[src/sv/sitda_pkg.sv]
// Shared types and character constants for the signed integer to decimal text converter.
package sitda_pkg;

   localparam logic [7:0] CHAR_MINUS   = 8'd45;
   localparam logic [7:0] CHAR_ZERO    = 8'd48;
   localparam logic [7:0] CHAR_NEWLINE = 8'd10;

   // decimal digits needed for any w-bit unsigned value (1233/4096 ~ log10(2))
   function automatic int sitda_digits(input int w);
      return ((w * 1233) >>> 12) + 1;
   endfunction

   typedef struct packed {
      logic load;        // capture sign and magnitude, clear BCD
      logic dabble;      // one double dabble step
      logic emit;        // pop the top BCD digit
      logic last_digit;  // popped digit is the units digit
      logic newline;     // emit the end-of-run character
   } sitda_cmd_type;

endpackage

[src/sv/sitda_ctrl.sv]
// Sequencer: accept, conversion steps, digit pops, newline.
module sitda_ctrl #(
   parameter int VALUE_WIDTH = 32
) (
   input  logic                    clock,
   input  logic                    reset,
   input  logic                    start,
   output logic                    busy,
   output sitda_pkg::sitda_cmd_type cmd
);
   import sitda_pkg::*;

   localparam int NDIG  = sitda_digits(VALUE_WIDTH);
   localparam int BCNT_W = $clog2(VALUE_WIDTH);
   localparam int DCNT_W = $clog2(NDIG);

   localparam logic [1:0] S_IDLE  = 2'd0;
   localparam logic [1:0] S_CONV  = 2'd1;
   localparam logic [1:0] S_DIGIT = 2'd2;
   localparam logic [1:0] S_NL    = 2'd3;

   logic [1:0]        state_ff, state_in;
   logic [BCNT_W-1:0] bcnt_ff, bcnt_in;
   logic [DCNT_W-1:0] dcnt_ff, dcnt_in;

   always_comb begin
      state_in = state_ff;
      bcnt_in  = bcnt_ff;
      dcnt_in  = dcnt_ff;
      cmd      = '0;
      case (state_ff)
         S_IDLE: begin
            if (start) begin
               cmd.load = 1'b1;
               bcnt_in  = BCNT_W'(VALUE_WIDTH - 1);
               state_in = S_CONV;
            end
         end
         S_CONV: begin
            cmd.dabble = 1'b1;
            if (bcnt_ff == '0) begin
               dcnt_in  = DCNT_W'(NDIG - 1);
               state_in = S_DIGIT;
            end else begin
               bcnt_in = bcnt_ff - 1'b1;
            end
         end
         S_DIGIT: begin
            cmd.emit       = 1'b1;
            cmd.last_digit = (dcnt_ff == '0);
            if (dcnt_ff == '0) begin
               state_in = S_NL;
            end else begin
               dcnt_in = dcnt_ff - 1'b1;
            end
         end
         S_NL: begin
            cmd.newline = 1'b1;
            state_in    = S_IDLE;
         end
         default: begin
            state_in = S_IDLE;
         end
      endcase
   end

   assign busy = (state_ff != S_IDLE);

   always_ff @(posedge clock) begin
      if (reset) begin
         state_ff <= S_IDLE;
      end else begin
         state_ff <= state_in;
      end
      bcnt_ff <= bcnt_in;
      dcnt_ff <= dcnt_in;
   end

endmodule

[src/sv/sitda_dp.sv]
// Datapath: magnitude shifter, bit-serial double dabble register, output beat register.
module sitda_dp #(
   parameter int VALUE_WIDTH = 32
) (
   input  logic                     clock,
   input  logic                     reset,
   input  sitda_pkg::sitda_cmd_type cmd,
   input  logic signed [VALUE_WIDTH-1:0] req_value,
   output logic                     rsp_valid,
   output logic [7:0]               rsp_character,
   output logic                     rsp_last
);
   import sitda_pkg::*;

   localparam int NDIG  = sitda_digits(VALUE_WIDTH);
   localparam int BCD_W = 4 * NDIG;

   logic [VALUE_WIDTH-1:0] mag_ff, mag_in;
   logic [BCD_W-1:0]       bcd_ff, bcd_in;
   logic [BCD_W-1:0]       bcd_adj;
   logic                   seen_ff, seen_in;
   logic                   valid_ff, valid_in;
   logic [7:0]             char_ff, char_in;
   logic                   last_ff, last_in;
   logic [VALUE_WIDTH-1:0] value_u;
   logic [3:0]             top_digit;

   assign value_u   = VALUE_WIDTH'(unsigned'(req_value));
   assign top_digit = bcd_ff[BCD_W-1 -: 4];

   always_comb begin
      for (int i = 0; i < NDIG; i++) begin
         if (bcd_ff[4*i +: 4] >= 4'd5) begin
            bcd_adj[4*i +: 4] = bcd_ff[4*i +: 4] + 4'd3;
         end else begin
            bcd_adj[4*i +: 4] = bcd_ff[4*i +: 4];
         end
      end
   end

   always_comb begin
      mag_in   = mag_ff;
      bcd_in   = bcd_ff;
      seen_in  = seen_ff;
      valid_in = 1'b0;
      char_in  = char_ff;
      last_in  = 1'b0;
      if (cmd.load) begin
         mag_in   = value_u[VALUE_WIDTH-1] ? (~value_u + VALUE_WIDTH'(1)) : value_u;
         bcd_in   = '0;
         seen_in  = 1'b0;
         valid_in = value_u[VALUE_WIDTH-1];
         char_in  = CHAR_MINUS;
      end else if (cmd.dabble) begin
         bcd_in = {bcd_adj[BCD_W-2:0], mag_ff[VALUE_WIDTH-1]};
         mag_in = {mag_ff[VALUE_WIDTH-2:0], 1'b0};
      end else if (cmd.emit) begin
         // leading zeros are dropped, the units digit always goes out
         valid_in = seen_ff || (top_digit != 4'd0) || cmd.last_digit;
         seen_in  = valid_in;
         char_in  = CHAR_ZERO + {4'b0000, top_digit};
         bcd_in   = {bcd_ff[BCD_W-5:0], 4'b0000};
      end else if (cmd.newline) begin
         valid_in = 1'b1;
         char_in  = CHAR_NEWLINE;
         last_in  = 1'b1;
      end
   end

   always_ff @(posedge clock) begin
      if (reset) begin
         valid_ff <= 1'b0;
      end else begin
         valid_ff <= valid_in;
      end
      mag_ff  <= mag_in;
      bcd_ff  <= bcd_in;
      seen_ff <= seen_in;
      char_ff <= char_in;
      last_ff <= last_in;
   end

   assign rsp_valid     = valid_ff;
   assign rsp_character = char_ff;
   assign rsp_last      = last_ff;

endmodule

[src/sv/signed_int_to_decimal_ascii.sv]
// Top level: signed integer to decimal ASCII text, one character per beat.
//
// Input: drive req_value and raise start; the beat is taken at a rising edge
// where start is high and busy is low. busy stays high until the run ends.
// Output: one character per beat on rsp_character, qualified by rsp_valid for
// exactly one cycle; rsp_last marks the closing newline. The receiver cannot
// stall, so every beat must be taken when shown.
// Run: optional '-', digits most significant first without leading zeros,
// then newline (10). Zero prints "0". The most negative value prints exactly.
// Timing: after the accept edge busy covers one double dabble step per
// magnitude bit, then one BCD digit popped per cycle for all NDIG digits, where
// NDIG is the decimal digit count of a VALUE_WIDTH-bit word (10 at 32 bits),
// then the newline. A new value is taken only once busy is low again. The
// '-' appears the cycle after the accept; the newline shows in the first
// cycle with busy low.
// Reset: synchronous, active high; returns to idle and drops rsp_valid.
module signed_int_to_decimal_ascii #(
   parameter int VALUE_WIDTH = 32
) (
   input  logic                          clock,
   input  logic                          reset,
   input  logic                          start,
   output logic                          busy,
   input  logic signed [VALUE_WIDTH-1:0] req_value,
   output logic                          rsp_valid,
   output logic [7:0]                    rsp_character,
   output logic                          rsp_last
);
   import sitda_pkg::*;

   sitda_cmd_type cmd;

   sitda_ctrl #(
      .VALUE_WIDTH(VALUE_WIDTH)
   ) u_ctrl (
      .clock (clock),
      .reset (reset),
      .start (start),
      .busy  (busy),
      .cmd   (cmd)
   );

   sitda_dp #(
      .VALUE_WIDTH(VALUE_WIDTH)
   ) u_dp (
      .clock         (clock),
      .reset         (reset),
      .cmd           (cmd),
      .req_value     (req_value),
      .rsp_valid     (rsp_valid),
      .rsp_character (rsp_character),
      .rsp_last      (rsp_last)
   );

   a_last_is_newline: assert property (@(posedge clock) disable iff (reset)
      rsp_valid && rsp_last |-> rsp_character == CHAR_NEWLINE)
      else $error("last beat is not a newline");

   a_accept_sets_busy: assert property (@(posedge clock) disable iff (reset)
      start && !busy |=> busy)
      else $error("busy did not rise after accept");

   a_first_beat_sign: assert property (@(posedge clock) disable iff (reset)
      start && !busy |=> !rsp_valid || rsp_character == CHAR_MINUS)
      else $error("unexpected beat after accept");

   a_newline_only_last: assert property (@(posedge clock) disable iff (reset)
      rsp_valid && !rsp_last |-> rsp_character != CHAR_NEWLINE)
      else $error("newline before end of run");

endmodule
[config.mk]
export PLATFORM = sky130hd
export DESIGN_NAME = signed_int_to_decimal_ascii
export DESIGN_NICKNAME = d
export VERILOG_FILES = /design/src/sv/sitda_pkg.sv /design/src/sv/sitda_ctrl.sv /design/src/sv/sitda_dp.sv /design/src/sv/signed_int_to_decimal_ascii.sv
export SDC_FILE = /design/constraint.sdc
export NUM_CORES = 1
export LEC_CHECK = 0
export BUFFER_PORTS_ARGS = -buffer_cell sky130_fd_sc_hd__buf_4
export CELL_PAD_IN_SITES_DETAIL_PLACEMENT = 0
export CELL_PAD_IN_SITES_GLOBAL_PLACEMENT = 1
export CORE_ASPECT_RATIO = 0.8
export CORE_MARGIN = 3
export CORE_UTILIZATION = 50
export CTS_BUF_LIST = sky130_fd_sc_hd__clkbuf_8 sky130_fd_sc_hd__clkbuf_16
export DETAILED_ROUTE_END_ITERATION = 8
export PLACE_DENSITY_LB_ADDON = 0.1
export SLEW_MARGIN = 10
export SYNTH_ARGS = -nofsm -noshare
export SYNTH_HDL_FRONTEND = slang
export SYNTH_SLANG_ARGS = --single-unit
[constraint.sdc]
create_clock -name clock -period 6.9 [get_ports clock]
set_input_delay 0.345 -clock clock [delete_from_list [all_inputs] [get_ports clock]]
set_output_delay 0.345 -clock clock [all_outputs]
set_load 0.05 [all_outputs]
[Word level (Yosys, flattened, before mapping)]
Index checks and enable logic that the tools add are counted.
Word-level totals
  register bits: 94
  output and inout bits: 11
  input bits: 35
  logic and storage cells: 97
Operators by class
  reductions and logical operators: 18
  order comparisons: 10
  add/sub/neg operators: 14
  equality and inequality tests: 8
  muxes and demuxes: 36
  bitwise operators: 2
Operator list (number)
  $mux W32: 3
  $mux W40: 2
  $mux W4: 11
  $ge A4 B3 Y1 const B: 10
  $add A4 B2 Y4 const B: 9
  $add A32 B1 Y32 const B: 1
  $not A32 Y32: 1
  $mux W8: 2
  $reduce_bool A2 Y1: 6
  $mux W5: 2
  $pmux W5 S2: 1
  $reduce_and A3 Y1: 3
  $mux W1: 8
  $mux W2: 4
  $pmux W2 S4: 1
  $pmux W4 S2: 1
  $add A6 B4 Y7 const A: 1
  $ne A2 B2 Y1 const B: 3
  $logic_not A5 Y1: 1
  $sub A5 B1 Y5 const B: 1
  $eq A2 B2 Y1 const B: 2
  $logic_not A4 Y1: 1
  $ne A2 B1 Y1 const B: 2
  $reduce_and A2 Y1: 2
  other kinds (9): 10

[Longest topological paths before layout]
Gate-level depths: netlist of run 1.
  depth after elaboration: 6
  depth in mapped cells: 9

[Hierarchy]
From an unflattened synthesis of run 1, not the netlist that was laid out.
Second synthesis, totals
  cell total of the unflattened synthesis: 616
  area total of the unflattened synthesis: 5594.1 um2
By module, submodules not included
  sitda_dp: seq. area each 1941.9 um2, area each 4933.5 um2, instances 1, cells each 556
  sitda_ctrl: seq. area each 310.3 um2, area each 660.6 um2, instances 1, cells each 60

[Worst setup path after synthesis of run 1]
No wires, ideal clock.
  kind: flip-flop to flip-flop
  from: reg u_ctrl.state_ff[0]
  to: reg u_dp.mag_ff[0], enable pin
  required time: 6.422 ns
  cell stages (with the launch flop): 7
  slack: 4.649 ns
  period minus slack after synthesis: 2.251 ns
  data arrival time: 1.773 ns
  cells stage by stage: dfxtp_1 inv_1 ha_1 nand2_1 clkbuf_8 clkbuf_1 nand2_1
On the way
  cells in the longest elaborated chain, start to end: 3
  elaborated cells on any way between the ends: 5
RTL lines
  from (decl): RTL line sitda_ctrl.sv:22  | logic [1:0] state_ff, state_in;
  from (signal assigned): RTL line sitda_ctrl.sv:73  | state_ff <= state_in;
  $eq A2 B1 Y1 or $logic_not A2 Y1 (tied branches): RTL line sitda_ctrl.sv:31  | case (state_ff)
  $mux W1: RTL line sitda_ctrl.sv:31
  $reduce_bool A2 Y1 (no source line) *
  to (signal assigned): RTL line sitda_dp.sv:76  | mag_ff <= mag_in;
  to (decl): RTL line sitda_dp.sv:18  | logic [VALUE_WIDTH-1:0] mag_ff, mag_in;
Every way passes the cells marked *; elsewhere a longest branch is shown, timed or not.
A chain may end at the register's enable or synchronous reset.

[Final worst setup path of run 1]
  from: reg u_ctrl.state_ff[1]
  to: reg u_dp.valid_ff (netlist: u_dp.rsp_valid)
On the way
  cells in the longest elaborated chain, start to end: 6
  elaborated cells on any way between the ends: 13
RTL lines
  $eq A2 B2 Y1: RTL line sitda_ctrl.sv:31
  $mux W1 or $mux W2 (tied branches): RTL line sitda_ctrl.sv:31
  $mux W1 or $logic_or A1 B1 Y1 (tied branches): RTL line sitda_dp.sv:63, sitda_dp.sv:59
  $mux W1: RTL line sitda_dp.sv:57  | end else if (cmd.emit) begin
  $mux W1: RTL line sitda_dp.sv:54  | end else if (cmd.dabble) begin
  $mux W1 *: RTL line sitda_dp.sv:48  | if (cmd.load) begin
  to (signal assigned): RTL line sitda_dp.sv:74  | valid_ff <= valid_in;
  to (decl): RTL line sitda_dp.sv:22  | logic valid_ff, valid_in;
Marks and branches as above.

==> out/summary.txt, run 1 <==
Post-DP Area: 6007 sq um
Starting Density: 51.53%
Least-Margin Pin Slew: 0.7876 ns
Wire length per cell: 14.98 um
Fin crit period: 2.273 ns
Die area: 12590 sq um
Peak VDD IR: 0.4738 mV
Number of synthesized register bits: 92
Fin util: 57.58%
Io pins: 46
RSZ-0062 raised after global routing: no
Core Region: 10930 sq um
Drt pass-1 iters: 5
Worst Path Arrival: 2.55 ns
Setup crit start kind: flip-flop
Die W: 124.7 um
Post-DP HPWL: 8.233 mm
Max-cap violations: 0
Sequential cell area: 2252 sq um
Drt initial violations: 314
CP max stage cell: inv_1
N_diodes: 0
Post-Syn Area: 5634 sq um
Share of layout cells above drive strength 1: 11.19%
Worst Slack Setup Final: 4.627 ns
CP Cell Sequence: inv_1 > ha_2 > inv_1 > o21ai_1 > a311oi_1 > a21oi_1 > nor2_1
Netlist cell types: 56
Largest net degree at the start of global routing: 85
Via count: 4601
DP Worst Slack: 4.584 ns
CTS Hold Bufs: 0
IO buf count: 43
Final wirelength: 12.19 mm
Worst-skew pair later-pin latency: 0.34 ns
Critical Path RT: 7.18 ns
Synth warnings: 0
Most frequent cells in the layout: 72 x nand2_1, 62 x o21ai_0, 51 x dfxtp_1
Post-Layout Inst Area: 6295 sq um
Slew headroom: 47.44%
Post-cts repair resize count: 0
Setup_tns: 0 ns
Layout fillers: 999
Number of core rows: 34
Leading register cell type out of synthesis: dfxtp_1
Num Clock Sinks: 92
Routed Antenna Nets: 0
LEAKAGE: 0.002399 uW
Largest stage delay, worst path: 0.57 ns
Most common cell after layout, fill and taps aside: nand2_1
Max FO, Critical Path: 22
Pins Over Slew Limit: 0
Via-to-Cell Ratio: 5.652
Most frequent CP cell: inv_1
Mapped Avg Cell Area: 8.762 sq um
Multi-input combinational cell area: 3068 sq um
Outcome: finished, final reports clean
Top achievable clock speed: 0.4399 GHz
Skew final: 0.005971 ns
H-Tree Level Count: 3
Worst Setup End Kind: flip-flop
Drt drc: 0
Period utilization: 32.95%
Root Driver: clkbuf_16
Post-CTS Setup Bufs: 0
Worst setup path class: flip-flop to flip-flop
Routability cong.: 0.7808
Pwr dens: 446.6 nW/um^2
Top delay family on crit path: compound AO/OA/AOI/OAI gates
Cell count after synthesis: 643
Number of global-route vias before repair: 4350
Fin. Hold Viols: 0
CP bufs+invs: 2
Nets: 730
Register area share after synthesis: 39.97%
Die Ht: 100.9 um
Clock transition at path regs: 0.07 ns
Number of CTS-inserted buffers: 9
Antenna violations before repair: 0
Global-route wire length before repair: 20.53 mm
Post-synthesis to final-layout area growth: 11.73%
Grt ovf: 0
Final setup vio count: 0
Clock buffer depth: 2
GR Util All Layers: 19.47%
Hold Path Class: input pin to flip-flop
CTS tree: built
EDFF count, synth: 41
Ys async rst share: 0%
metal layers:
| metal | vias to the layer above | share of wire, % | routed length [um] | global-route usage, % |
|---|---|---|---|---|
| met5 | - | 0 | 0 | 0 |
| met4 | 0 | 0.87 | 106 | 3.875 |
| met3 | 10 | 3.8 | 464 | 3.919 |
| met2 | 78 | 45 | 5532 | 31.19 |
| met1 | 2181 | 50 | 6090 | 27.62 |
| li1 | 2332 | - | - | - |
Yosys cell counts, drive strengths merged, types with 9 or more instances:
cell type  instances  share of area [%]
nand2             74                5.0
o31ai             21                2.9
xor2              28                4.4
nand3             18                1.6
o21ai             83                7.4
ha                30                6.7
mux2i             27                4.8
a21oi             34                3.0
nor2              45                3.0
edfxtp            41                 22
clkbuf            30                2.4
inv               39                2.6
xnor2             14                2.2
o41ai             11                1.8
a22oi              9                1.2
nand2b            16                1.8
dfxtp             51                 18
flip-flops by register name, summed over array words and instances (netlist names):
| register | count |
|---|---|
| u_dp.rsp_character | 6 |
| u_ctrl.bcnt_ff | 5 |
| u_dp.rsp_last | 1 |
| u_ctrl.state_ff | 2 |
| u_dp.bcd_ff | 40 |
| u_dp.rsp_valid | 1 |
| u_dp.mag_ff | 32 |
| u_ctrl.dcnt_ff | 4 |
| u_dp.seen_ff | 1 |
power breakdown:
group | switching (uW) | total, uW | internal (uW)
clock network | 207 | 471 | 264
logic | 844 | 1320 | 477
registers | 154 | 1020 | 866
cell families (layout without fill, tap and decap cells):
kind of cell,count (synthesis),in the layout,share of synthesized area [%]
compound gates,183,183,19.79
xor+xnor,42,42,6.529
fa+ha+maj,30,30,6.662
buf+inv,77,103,5.774
flops,92,92,39.97
mux,28,28,4.997
other cells,1,2,0.06656
simple gates,190,190,16.21
path summary, 6_finish.rpt:
path	to	from	slack, ns	cells after the start
setup / recovery	u_dp.rsp_valid	u_ctrl.state_ff[1]	4.63	7
hold / removal	u_dp.rsp_valid	reset	0.19	2
setup reg to reg	u_dp.rsp_valid	u_ctrl.state_ff[1]	4.63	7
hold reg to reg	u_dp.rsp_character[5]	u_dp.rsp_character[5]	0.47	1
area by class of cell:
type	instances	area share (%)
multi-input combinational	475	48.74
sequential	92	35.78
timing repair buffer	48	5.725
clock buffer	11	4.015
tap	144	2.862
inverter	39	2.326
clock inverter	5	0.5565
stage by stage:
step / power [uW] / hold WS (ns) / instances
after floorplan: 2038 / 0.4174 / 644
after global routing: 3062 / 0.1718 / 814
after CTS: 2840 / 0.1703 / 814
final: 2811 / 0.1868 / 814
after detailed placement: 2354 / 0.4556 / 798
after global placement: 2308 / 0.4502 / 798
Note: power is estimated with default switching activity, not from simulation.
==> run 2: changes to the inputs <==
CORE_UTILIZATION = 46   (was 50)
clock period = 2.2 ns   (was 6.9 ns; I/O delays follow)
==> out/summary.txt, run 2 (same netlist as run 1, synthesis figures left out) <==
LEAKAGE: 0.002484 uW
Die Ht: 105.0 um
Most common cell after layout, fill and taps aside: nand2_1
Setup_tns: 0 ns
Layout fillers: 1054
Largest net degree at the start of global routing: 50
Routed Antenna Nets: 0
Drt drc: 0
Core Region: 11740 sq um
Least-Margin Pin Slew: 0.5434 ns
Most frequent cells in the layout: 71 x nand2_1, 62 x o21ai_0, 51 x dfxtp_1
Global-route wire length before repair: 21.46 mm
Outcome: finished, final reports clean
Post-DP Area: 6130 sq um
Io pins: 46
Setup crit start kind: flip-flop
Skew final: 0.006296 ns
Root Driver: clkbuf_16
Final non-filler cell total: 826
Post-DP HPWL: 8.921 mm
Post-Layout Inst Area: 6457 sq um
Num Clock Sinks: 92
CTS tree: built
Die area: 13620 sq um
Clock buffer depth: 2
Max reg flops: 40
Post-synthesis to final-layout area growth: 14.61%
Final wirelength: 12.70 mm
GR Util All Layers: 19.18%
Pins Over Slew Limit: 0
Pwr dens: 1446 nW/um^2
CP Cell Sequence: inv_1 > ha_2 > inv_1 > nand2_1 > a21oi_1
Via count: 4708
Max-cap violations: 0
Worst Path Arrival: 1.85 ns
Number of global-route vias before repair: 4514
Number of CTS-inserted buffers: 9
Largest stage delay, worst path: 0.47 ns
Antenna violations before repair: 0
Post-CTS Setup Bufs: 0
CP max stage cell: a21oi_1
Worst-skew pair later-pin latency: 0.34 ns
R2R cell count: 5
Nets: 738
RSZ-0062 raised after global routing: no
Fin. Hold Viols: 0
Peak VDD IR: 0.7280 mV
Period utilization: 85.21%
Die W: 129.7 um
IO buf count: 43
Clock transition at path regs: 0.06 ns
Hold Path Stages: 3
Routability cong.: 0.7961
Largest Register: u_dp.bcd_ff
Final setup vio count: 0
Top achievable clock speed: 0.5335 GHz
Most frequent CP cell: inv_1
Grt ovf: 0
Fin crit period: 1.875 ns
Starting Density: 48.01%
Dpl cells: 809
Critical Path RT: 2.18 ns
Fin util: 55.02%
Drt pass-1 iters: 5
Slew headroom: 63.78%
Max FO, Critical Path: 9
Share of layout cells above drive strength 1: 12.09%
Wire length per cell: 15.37 um
Via-to-Cell Ratio: 5.700
Drt initial violations: 309
Number of core rows: 35
Worst setup path class: flip-flop to flip-flop
Hold Path Class: input pin to flip-flop
N_diodes: 0
H-Tree Level Count: 3
Worst Setup End Kind: flip-flop
Hold Slack: 0.1344 ns
## run 2: cell count changes in the layout (fill, tap and decap cells not counted), sizes merged
| cell | previous run | this run |
|---|---|---|
| buf | 48 | 55 |
| bufinv | 0 | 2 |
| clkbuf | 11 | 9 |
| clkinvlp | 3 | 1 |
| dlygate4sd3 | 0 | 1 |
| inv | 40 | 42 |
## run 2: cell type report
class	instances	area (sq um)	area share [%]
Timing Repair Buffer	56	485.5	7.518
Tap cell	148	185.2	2.868
Clock buffer	9	225.2	3.488
Clock inverter	7	92.59	1.434
Sequential cell	92	2252	34.88
Inverter	39	146.4	2.267
Multi-Input combinational cell	475	3070	47.55
## run 2: worst paths after layout
check                                      startpoint               endpoint  slack [ns]
worst min-delay path                    req_value[27]        u_dp.mag_ff[27]        0.13
worst max-delay path               u_ctrl.state_ff[1]      u_ctrl.bcnt_ff[0]        0.33
worst max register to register     u_ctrl.state_ff[1]      u_ctrl.bcnt_ff[0]        0.33
worst min register to register  u_dp.rsp_character[5]  u_dp.rsp_character[5]        0.47
## run 2: worst max-delay path, delay by kind of cell, from the launching register on
family | cells | cell delay [ns]
AO/OA/AOI/OAI | 1 | 0.47
flip-flops | 1 | 0.38
buffers and inverters | 2 | 0.37
adder cells (fa/ha/maj) | 1 | 0.21
AND/OR/NAND/NOR | 1 | 0.08
## run 2: stage by stage
step | power [uW] | setup WS (ns)
2_1_floorplan | 6392 | 0.05633
3_3_place_gp | 7571 | 0.1594
3_5_place_dp | 7729 | 0.07715
4_1_cts | 9435 | 0.3140
5_1_grt | 10150 | 0.1877
6_report | 9337 | 0.3254
## run 2: timing repair
| item | 4_1_cts | 5_1_grt |
|---|---|---|
| hold endpoints to repair | 3 | 0 |
| hold buffers | 1 | 0 |
| gates resized for setup | 0 | 0 |
## run 2: routing by layer
metal  wire [um]  track usage (%)  vias to the layer above
li1            -                -                     2351
met1        6342            27.90                     2255
met2        5769            29.69                       92
met3         487            3.832                       10
met4          97            3.709                        0
met5           0                0                        -
## run 2: power breakdown
part           switching [uW]  internal [uW]
combinational            2750           1740
sequential                479           2710
clock                     667            994
total                    3890           5440
==> run 3: changes to the inputs <==
CORE_MARGIN = 1   (was 3)
clock period = 2.01 ns   (was 2.2 ns; I/O delays follow)
==> out/summary.txt, run 3 (same netlist as run 1, synthesis figures left out) <==
Clock transition at path regs: 0.07 ns
Worst Setup End Kind: flip-flop
Post-DP HPWL: 8.830 mm
Drt initial violations: 302
Number of CTS-inserted buffers: 9
Max reg flops: 40
Worst Path Arrival: 1.86 ns
Skew final: 0.008066 ns
Combinational power share: 48.4%
CP Cell Sequence: inv_1 > ha_1 > nand2b_1 > or3_1 > nand2_1 > and3_1
Outcome: finished, final reports clean
Hold Path Class: input pin to flip-flop
Global-route wire length before repair: 20.86 mm
Die W: 125.7 um
Number of global-route vias before repair: 4350
Period utilization: 90.67%
Internal Dissipation: 6032 uW
LEAKAGE: 0.002527 uW
Worst setup path class: flip-flop to flip-flop
Num Clock Sinks: 92
Largest net degree at the start of global routing: 49
Routability cong.: 0.8365
CP bufs+invs: 1
Antenna violations before repair: 0
Top achievable clock speed: 0.5487 GHz
Sequential Power Share: 33.8%
Wire length per cell: 14.92 um
DP Worst Slack: 0.04452 ns
IO buf count: 43
Routed Antenna Nets: 0
Largest stage delay, worst path: 0.41 ns
Root Driver: clkbuf_16
Fin. Hold Viols: 0
Starting Density: 48.01%
CTS tree: built
Post-cts repair resize count: 0
Number of core rows: 35
RSZ-0062 raised after global routing: no
Post-synthesis to final-layout area growth: 15.95%
Fin crit period: 1.822 ns
Via count: 4680
Worst-skew pair later-pin latency: 0.34 ns
Drt drc: 0
Clock Power Share: 17.7%
Hold Slack: 0.1207 ns
Grt ovf: 0
H-Tree Level Count: 3
Critical Path RT: 2.05 ns
Die Ht: 101.0 um
N_diodes: 0
Max FO, Critical Path: 4
Peak VDD IR: 0.8400 mV
Max-cap violations: 0
CP max stage cell: edfxtp_1
Switching power: 4271 uW
Nets: 748
Top delay family on crit path: simple AND/OR/NAND/NOR gates
Pwr dens: 1577 nW/um^2
Drt pass-1 iters: 5
Sw frac: 41.45%
Clock buffer depth: 2
Fin util: 55.66%
Via-to-Cell Ratio: 5.598
Share of layout cells above drive strength 1: 13.52%
Io pins: 46
Core Region: 11740 sq um
Final setup vio count: 0
GR Util All Layers: 20.49%
Pins Over Slew Limit: 0
Setup_tns: 0 ns
Final wirelength: 12.47 mm
Die area: 12700 sq um
Largest Register: u_dp.bcd_ff
Setup crit start kind: flip-flop
Worst Slack Setup Final: 0.1876 ns
Most common cell after layout, fill and taps aside: nand2_1
Most frequent cells in the layout: 71 x nand2_1, 62 x o21ai_0, 60 x buf_4
[run 3: cell types whose count changed in the layout (fill, tap and decap cells not counted)]
cell / change
buf_4: +10
clkinv_2: +1
clkinvlp_4: +1
clkinv_4: -1
inv_1: -1
[run 3: tightest hold or removal path, cell delays in order]
cell     delay, ns
buf_4         0.09
xor2_1        0.06
o21ai_1       0.10
[run 3: path summary, 6_finish.rpt]
path	start	end	slack (ns)	depth (start not counted)
min reg2reg	u_dp.rsp_character[5]	u_dp.rsp_character[5]	0.47	1
max reg2reg	u_ctrl.bcnt_ff[0]	u_ctrl.dcnt_ff[3]	0.19	6
min	req_value[13]	u_dp.mag_ff[13]	0.12	3
max	u_ctrl.bcnt_ff[0]	u_ctrl.dcnt_ff[3]	0.19	6
[run 3: metrics by stage]
stage                     power, uW  instance area [sq um]  cells
after floorplan                6999                   5642    644
after global placement         8358                   6205    819
after detailed placement       8515                   6205    819
after CTS                     10380                   6533    836
after global routing          11130                   6533    836
final                         10300                   6533    836
[run 3: layout make-up]
cell class | count | area [sq um]
Clock buffer | 9 | 225.2
Clock inverter | 7 | 92.59
Fill cell | 1074 | 5204
Inverter | 39 | 146.4
Multi-Input combinational cell | 475 | 3070
Sequential cell | 92 | 2252
Tap cell | 148 | 185.2
Timing Repair Buffer | 66 | 560.5
[run 3: routing by layer]
metal | track usage, % | share of wire [%]
met1 | 28.95 | 52
met2 | 32.14 | 44
met3 | 3.715 | 2.8
met4 | 5.839 | 1.2
met5 | 0 | 0
[run 3: repair_timing]
item,in CTS,in global routing
hold buffers,1,0
setup buffers,0,0
endpoints found under the hold margin,3,0
[run 3: power by group through the flow]
stage | clock network (uW) | logic (uW) | registers [uW]
4_1_cts | 1870 | 5030 | 3480
3_5_place_dp | 0 | 5000 | 3510
6_report | 1830 | 4990 | 3480
5_1_grt | 1940 | 5600 | 3590
3_3_place_gp | 0 | 4860 | 3500
2_1_floorplan | 0 | 3420 | 3580
